**src/hdl/scbp_pkg.sv**
```systemverilog
`timescale 1ns / 1ps
`default_nettype none
// ----------------------------------------------------------------------------
// scbp_pkg
// Shared types and constants for the size class buffer pool unit.
// ----------------------------------------------------------------------------
package scbp_pkg;

    localparam int NUM_CLASSES = 3;
    localparam int MAX_SLOTS   = 256;
    localparam int SIZE_W      = 20;
    localparam int COUNT_W     = 9;
    localparam int SLOT_W      = 8;
    localparam int CLASS_W     = 2;
    localparam int CFG_IDX_W   = 3;
    localparam int ADDR_W      = CLASS_W + SLOT_W;
    localparam int RAM_DEPTH   = NUM_CLASSES * MAX_SLOTS;

    localparam logic [CLASS_W-1:0] EXTERNAL_CLASS = 2'd3;

    // configuration register indexes
    localparam logic [CFG_IDX_W-1:0] REG_CLASS0_SIZE  = 3'd0;
    localparam logic [CFG_IDX_W-1:0] REG_CLASS1_SIZE  = 3'd1;
    localparam logic [CFG_IDX_W-1:0] REG_CLASS2_SIZE  = 3'd2;
    localparam logic [CFG_IDX_W-1:0] REG_CLASS0_COUNT = 3'd3;
    localparam logic [CFG_IDX_W-1:0] REG_CLASS1_COUNT = 3'd4;
    localparam logic [CFG_IDX_W-1:0] REG_CLASS2_COUNT = 3'd5;

    localparam logic [SIZE_W-1:0]  SIZE_RESET  = 20'd1024;
    localparam logic [COUNT_W-1:0] COUNT_RESET = 9'd16;

    typedef enum logic [2:0] {
        ST_GRANTED  = 3'd0,
        ST_OVERFLOW = 3'd1,
        ST_RETRY    = 3'd2,
        ST_RETURNED = 3'd3,
        ST_EXTERNAL = 3'd4,
        ST_REJECTED = 3'd5
    } t_status;

    typedef logic [NUM_CLASSES-1:0][SIZE_W-1:0]  t_size_vec;
    typedef logic [NUM_CLASSES-1:0][COUNT_W-1:0] t_count_vec;

    typedef struct packed {
        t_status             status;
        logic [CLASS_W-1:0]  gclass;
        logic [SLOT_W-1:0]   gslot;
    } t_result;

    typedef struct packed {
        logic               we;
        logic [ADDR_W-1:0]  waddr;
        logic [SLOT_W-1:0]  wdata;
        logic               re;
        logic [ADDR_W-1:0]  raddr;
    } t_ram_cmd;

    // counts above the pool depth act as the pool depth
    function automatic logic [COUNT_W-1:0] eff_count(input logic [COUNT_W-1:0] n);
        logic [COUNT_W-1:0] lim;
        lim = COUNT_W'(MAX_SLOTS);
        return (n > lim) ? lim : n;
    endfunction

endpackage
`default_nettype wire

```
**src/hdl/scbp_alloc_ctrl.sv**
```systemverilog
`timescale 1ns / 1ps
`default_nettype none
// ----------------------------------------------------------------------------
// scbp_alloc_ctrl
// Class choice, stack pointers and issue counters; drives the stack RAM.
// ----------------------------------------------------------------------------
module scbp_alloc_ctrl (
    input  wire                              i_clk,
    input  wire                              i_rst_n,
    input  wire                              i_in_valid,
    output logic                             o_in_stall,
    input  wire                              i_out_free,
    input  wire                              i_req_type,
    input  wire  [scbp_pkg::SIZE_W-1:0]      i_request_size,
    input  wire                              i_wait_allowed,
    input  wire  [scbp_pkg::CLASS_W-1:0]     i_release_class,
    input  wire  [scbp_pkg::SLOT_W-1:0]      i_release_slot,
    input  wire scbp_pkg::t_size_vec         i_class_size,
    input  wire scbp_pkg::t_count_vec        i_class_count,
    output scbp_pkg::t_ram_cmd               o_ram_cmd,
    input  wire  [scbp_pkg::SLOT_W-1:0]      i_ram_rdata,
    output logic                             o_load,
    output scbp_pkg::t_result                o_result
);

    typedef enum logic {
        S_IDLE,
        S_READ
    } t_state;

    t_state                          r_state, n_state;
    scbp_pkg::t_count_vec            r_fill, n_fill;
    scbp_pkg::t_count_vec            r_issued, n_issued;
    logic [scbp_pkg::CLASS_W-1:0]    r_pend_class, n_pend_class;

    scbp_pkg::t_count_vec               eff;
    logic [scbp_pkg::NUM_CLASSES-1:0]   qualifies;
    logic                               sel_found;
    logic [scbp_pkg::CLASS_W-1:0]       sel_class;
    logic                               rc_ok;
    logic [scbp_pkg::CLASS_W-1:0]       rc_idx;
    logic                               fire;
    logic [scbp_pkg::COUNT_W-1:0]       sel_fill_m1;

    assign o_in_stall = !((r_state == S_IDLE) && i_out_free);
    assign fire       = i_in_valid && !o_in_stall;

    always_comb begin
        sel_found = 1'b0;
        sel_class = '0;
        for (int c = scbp_pkg::NUM_CLASSES - 1; c >= 0; c--) begin
            eff[c]       = scbp_pkg::eff_count(i_class_count[c]);
            qualifies[c] = (i_request_size <= i_class_size[c]) &&
                           ((r_fill[c] != '0) || (r_issued[c] < eff[c]));
            // descending scan leaves the lowest qualifying class
            if (qualifies[c]) begin
                sel_found = 1'b1;
                sel_class = scbp_pkg::CLASS_W'(c);
            end
        end
    end

    assign rc_ok       = {1'b0, i_release_class} < (scbp_pkg::CLASS_W + 1)'(scbp_pkg::NUM_CLASSES);
    assign rc_idx      = rc_ok ? i_release_class : '0;
    assign sel_fill_m1 = r_fill[sel_class] - 1'b1;

    always_comb begin
        n_state      = r_state;
        n_fill       = r_fill;
        n_issued     = r_issued;
        n_pend_class = r_pend_class;
        o_ram_cmd    = '0;
        o_load       = 1'b0;
        o_result     = '{status: scbp_pkg::ST_REJECTED, gclass: '0, gslot: '0};

        case (r_state)
            S_READ: begin
                o_load          = 1'b1;
                o_result.status = scbp_pkg::ST_GRANTED;
                o_result.gclass = r_pend_class;
                o_result.gslot  = i_ram_rdata;
                n_state         = S_IDLE;
            end
            S_IDLE: begin
                if (fire) begin
                    if (!i_req_type) begin
                        if (i_request_size > i_class_size[scbp_pkg::NUM_CLASSES-1]) begin
                            o_load          = 1'b1;
                            o_result.status = scbp_pkg::ST_OVERFLOW;
                        end else if (sel_found) begin
                            if (r_fill[sel_class] != '0) begin
                                // pop: slot comes back from the RAM next cycle
                                n_fill[sel_class] = sel_fill_m1;
                                o_ram_cmd.re      = 1'b1;
                                o_ram_cmd.raddr   = {sel_class, sel_fill_m1[scbp_pkg::SLOT_W-1:0]};
                                n_pend_class      = sel_class;
                                n_state           = S_READ;
                            end else begin
                                o_load              = 1'b1;
                                o_result.status     = scbp_pkg::ST_GRANTED;
                                o_result.gclass     = sel_class;
                                o_result.gslot      = r_issued[sel_class][scbp_pkg::SLOT_W-1:0];
                                n_issued[sel_class] = r_issued[sel_class] + 1'b1;
                            end
                        end else begin
                            o_load          = 1'b1;
                            o_result.status = i_wait_allowed ? scbp_pkg::ST_RETRY
                                                             : scbp_pkg::ST_OVERFLOW;
                        end
                    end else begin
                        o_load = 1'b1;
                        if (i_release_class == scbp_pkg::EXTERNAL_CLASS) begin
                            o_result.status = scbp_pkg::ST_EXTERNAL;
                        end else if (!rc_ok) begin
                            o_result.status = scbp_pkg::ST_REJECTED;
                        end else if (({1'b0, i_release_slot} >= eff[rc_idx]) ||
                                     (r_fill[rc_idx] >= r_issued[rc_idx])) begin
                            o_result.status = scbp_pkg::ST_REJECTED;
                        end else begin
                            o_ram_cmd.we     = 1'b1;
                            o_ram_cmd.waddr  = {rc_idx, r_fill[rc_idx][scbp_pkg::SLOT_W-1:0]};
                            o_ram_cmd.wdata  = i_release_slot;
                            n_fill[rc_idx]   = r_fill[rc_idx] + 1'b1;
                            o_result.status  = scbp_pkg::ST_RETURNED;
                        end
                    end
                end
            end
            default: begin
                n_state = S_IDLE;
            end
        endcase
    end

    always_ff @(posedge i_clk) begin
        if (!i_rst_n) begin
            r_state      <= S_IDLE;
            r_fill       <= '0;
            r_issued     <= '0;
            r_pend_class <= '0;
        end else begin
            r_state      <= n_state;
            r_fill       <= n_fill;
            r_issued     <= n_issued;
            r_pend_class <= n_pend_class;
        end
    end

endmodule
`default_nettype wire

```
**config.mk**
```make
export PLATFORM = sky130hd
export DESIGN_NAME = scbp_alloc_ctrl
export DESIGN_NICKNAME = d
export VERILOG_FILES = /design/src/hdl/scbp_pkg.sv /design/src/hdl/scbp_alloc_ctrl.sv
export SDC_FILE = /design/constraint.sdc
export NUM_CORES = 1
export LEC_CHECK = 0
export BUFFER_PORTS_ARGS = -buffer_cell sky130_fd_sc_hd__buf_4
export CAP_MARGIN = 20
export CORE_MARGIN = 3
export CORE_UTILIZATION = 57
export CTS_BUF_LIST = sky130_fd_sc_hd__clkbuf_8
export DETAILED_ROUTE_END_ITERATION = 16
export GPL_ROUTABILITY_DRIVEN = 0
export HOLD_SLACK_MARGIN = 0.05
export PLACE_DENSITY = 0.87
export SLEW_MARGIN = 30
export SYNTH_ARGS = -nofsm -noshare
export SYNTH_HDL_FRONTEND = slang
export SYNTH_SLANG_ARGS = --single-unit
```
**constraint.sdc**
```tcl
create_clock -name i_clk -period 6 [get_ports i_clk]
set_input_delay 0.3 -clock i_clk [delete_from_list [all_inputs] [get_ports i_clk]]
set_output_delay 0.3 -clock i_clk [all_outputs]
set_load 0.05 [all_outputs]
```
==> results.md <==
- The most common flop cell mapped by yosys is sky130_fd_sc_hd__dfxtp_1.
- In the post-synthesis netlist, the biggest area contributors are sky130_fd_sc_hd__ha_1, sky130_fd_sc_hd__dfxtp_1, sky130_fd_sc_hd__nor2_1.
- For this run, design rule violations remaining after detail routing come to 0.
- The first-pass iteration count of the detailed router is 8.
- The area of all sequential standard cells is 1141 sq um.
- The category of the most critical setup path is in -> out.
- The cell type with the largest total area after synthesis is sky130_fd_sc_hd__ha_1.
- The overall overflow remaining after global route is 0.
- The post-route standard cell area excluding fillers is 9055 sq um.
- The largest single stage delay on the critical path is 0.57 ns.
- Counting every sink on the clock net gives 57.
- The max-slew violation count is 0.
- The count of flip-flops with a built-in enable after synthesis is 0.
- The initialized floorplan defines 41 standard-cell rows.
- The total power density per cell area is 164.4 nW/um^2.
- The residual antenna-violating net count after detailed routing is 0.
- The number of resized instances in the post-cts repair step is 0.
- The tree is rooted in a sky130_fd_sc_hd__clkbuf_8.
- Setup repair after global routing left no endpoint under its margin.
- Counting every instance in the synthesized netlist gives 984.
- Timing would allow up to 0.1940 GHz.
- The number of H-tree levels is 3.
- The category of the worst setup path capture point is an output port.
- For this run, the total global-route usage over all layers was measured as 35.19%.
- For the pin with the worst max-slew slack, the measured transition is 0.9089 ns.
- For this run, the number of Yosys warnings is 0.
- The post-synth net total is 1223.
- The number of nets in the layout is 1385.
- The CTS tree is built.
- The global-route wire length before repair is 40.96 mm.
- The share of flip-flops with an asynchronous set or reset after synthesis is 0%.
- On the final layout, the worst clock skew is 0.01792 ns.
- The clock period minus worst slack is 5.155 ns.
- TritonCTS created 9 clock buffers.
- The library cell used most frequently in the layout, excluding fill and tap cells, is sky130_fd_sc_hd__buf_4.
- The total number of vias is 8572.
- The number of storage elements in the synthesis netlist is 57.
- The detailed router's first-iteration violation count is 1108.
- The signal on the critical path passes through buf_4 -> inv_1 -> nand2_1 -> ha_1 -> a211oi_1 -> o21ai_0 -> a21oi_1 -> o32ai_4 -> nor2_2 -> a32oi_1 -> and2_1 -> ha_1 -> inv_1 -> a221oi_2 -> o211ai_1 -> nor3_1 -> mux2_2 -> a311oi_1 -> buf_4.
- The maximum clock path buffer count is 2.
- The number of hold violations in the final report is 0.
- Across the VDD grid, the largest voltage drop is 0.2184 mV.
- The number of setup violations in the final report is 0.
- Cells with a size suffix above 1 make up 22.15% of the layout.
- The highest fanout seen on the critical path is 16.
- Hold repair after CTS inserted 0 buffers.
- On the critical path, the stage with the largest delay is an instance of sky130_fd_sc_hd__nor2_2.
- The critical path contains buffers and inverters numbering 4 combined.
- The top cell type by area accounts for 18.25% of the synthesized area.
- The later-pin clock latency in the skew report is 0.37 ns.
- In the layout the commonest cells are sky130_fd_sc_hd__buf_4, sky130_fd_sc_hd__ha_1, sky130_fd_sc_hd__nor2_1.
- The largest net degree at the start of global routing is 39.
- Using the TritonRoute via totals, the vias-per-cell ratio works out to 6.479.
- The routed design has 26.28 mm of wire.
- Detailed placement ended at an HPWL of 20.54 mm.
- The smallest setup slack after layout is 0.8447 ns.
- The initial antenna violation count came to 0.
- 176 I/O pins were placed.
- The top cell family by delay on the critical path is compound AO/OA/AOI/OAI gates.
- STA puts the critical path data arrival time at 4.86 ns.
- The ratio of final minimum period to clock period is 85.92%.
- Summed over all cells, the static leakage comes to 4.109 nW.
- The clock-pin slew reported for the worst setup and hold paths after clock tree synthesis is 0.09 ns.
- The via count of the first global-routing pass is 8195.
- STA classifies the critical path startpoint as an input pin.
- Once the floorplan was initialized, standard cells occupied 58.45% of the core.
- Cells fill 71.46% of the core in the end.
- The floorplan step set the die width to 120.0 um.
- The area growth from synthesis to layout is 22.27%.
- The max-cap check violation count is 0.
- The cell area after placement is 8850 sq um.
- Adding up every negative setup slack in the final design gives 0 ns.
- The sequential element share of the synthesized area is 15.41%.
- The height of the die is 120.0 um.
- Fill cells in the final layout number 1005.
- The per-instance average area after synthesis is 7.526 sq um.
- In this run the standard cell core region covers 12670 sq um.
- Summing every instance area after synthesis gives 7406 sq um.
- OpenSTA, run right after detailed placement, puts the worst setup slack at 1.015 ns.
- Data on the critical path is required at its endpoint by 5.70 ns.
- Post-CTS timing repair inserted 0 buffers for setup.
- Measured against its own limit, the worst slew margin works out to 39.03%.
- In the final layout, the multi-input gates occupy 5797 sq um.
- The number of antenna diodes in the final layout is 0.
- In this run the worst hold path is classified as in -> reg.
- The unique cell type count in the Yosys netlist is 92.
- The run finished with clean final reports.
- The die area is 14400 sq um.
- The total of buffers placed on input and output ports is 175.
- Dividing the detail-routed wire length by the instance count gives 19.86 um.
-- worst min-delay path: stages --
cell and delay (ns):
sky130_fd_sc_hd__buf_4 0.24, sky130_fd_sc_hd__o31ai_1 0.11, sky130_fd_sc_hd__a21oi_1 0.04
-- sequential cells by signal (all words and copies together), names as in the netlist --
signal,cells
r_pend_class,2
r_issued,27
r_fill,27
r_state,1
-- logic make-up (layout without fill, tap and decap cells) --
logic type,Yosys count,in the layout,synth area share (%)
compound gates,290,290,27.34
xor+xnor,16,16,1.892
fa+ha+maj,108,108,18.25
buf+inv,115,282,6.319
flops,57,57,15.41
mux,43,43,6.065
simple gates,355,355,24.73
-- path summary, 6_finish.rpt --
| kind | slack [ns] | cells after the start | to | startpoint |
|---|---|---|---|---|
| setup / recovery | 0.84 | 19 | o_result[10] | i_class_count[26] |
| hold reg to reg | 0.48 | 2 | r_pend_class[1] | r_pend_class[1] |
| hold / removal | 0.38 | 3 | r_fill[3] | i_rst_n |
| setup reg to reg | 1.35 | 15 | r_fill[23] | r_issued[21] |
-- layer usage --
metal,vias up,part of all wire (%),track usage [%]
met1,3822,38,44.04
met3,133,13,9.048
li1,3965,-,-
met5,-,0,0
met4,0,4.3,13.10
met2,652,45,58.17
-- per-stage QoR --
| stage | hold slack [ns] | total power (W) | cells |
|---|---|---|---|
| 2_1_floorplan | 0.4447 | 0.0008685 | 984 |
| 3_3_place_gp | 0.4643 | 0.001072 | 1307 |
| 3_5_place_dp | 0.4675 | 0.001086 | 1307 |
| 4_1_cts | 0.3807 | 0.001462 | 1323 |
| 5_1_grt | 0.4071 | 0.001549 | 1323 |
| 6_report | 0.3802 | 0.001489 | 1323 |
-- power by group --
group | switching, W | internal (W) | leakage, nW
sequential | 0.0000218 | 0.000390 | 0.460
clock | 0.000182 | 0.000203 | 0.0985
combinational | 0.000427 | 0.000264 | 3.55
total | 0.000631 | 0.000858 | 4.11
-- Yosys cell counts, types with 9 or more instances --
| cell type | n |
|---|---|
| sky130_fd_sc_hd__a211oi_1 | 10 |
| sky130_fd_sc_hd__xnor2_1 | 12 |
| sky130_fd_sc_hd__o21ai_0 | 59 |
| sky130_fd_sc_hd__a31oi_1 | 27 |
| sky130_fd_sc_hd__and2_1 | 26 |
| sky130_fd_sc_hd__dfxtp_1 | 57 |
| sky130_fd_sc_hd__a21o_1 | 9 |
| sky130_fd_sc_hd__nand4_1 | 19 |
| sky130_fd_sc_hd__nand2_1 | 94 |
| sky130_fd_sc_hd__mux2i_1 | 35 |
| sky130_fd_sc_hd__o22ai_1 | 10 |
| sky130_fd_sc_hd__a311oi_1 | 10 |
| sky130_fd_sc_hd__nor2_1 | 96 |
| sky130_fd_sc_hd__or2_2 | 9 |
| sky130_fd_sc_hd__o31ai_1 | 10 |
| sky130_fd_sc_hd__ha_1 | 108 |
| sky130_fd_sc_hd__clkbuf_1 | 20 |
| sky130_fd_sc_hd__a21oi_1 | 68 |
| sky130_fd_sc_hd__nand3_1 | 22 |
| sky130_fd_sc_hd__o21ai_1 | 11 |
| sky130_fd_sc_hd__a32oi_1 | 9 |
| sky130_fd_sc_hd__inv_1 | 78 |
| sky130_fd_sc_hd__nor3_1 | 30 |
-- area by class of cell --
type / instances / area share, %
Clock inverter: 6 / 0.7462
Tap cell: 172 / 2.377
Multi-Input combinational cell: 812 / 64.02
Clock buffer: 10 / 1.520
Timing Repair Buffer: 186 / 15.42
Inverter: 80 / 3.316
Sequential cell: 57 / 12.60
(Power assumes the default switching activity.)
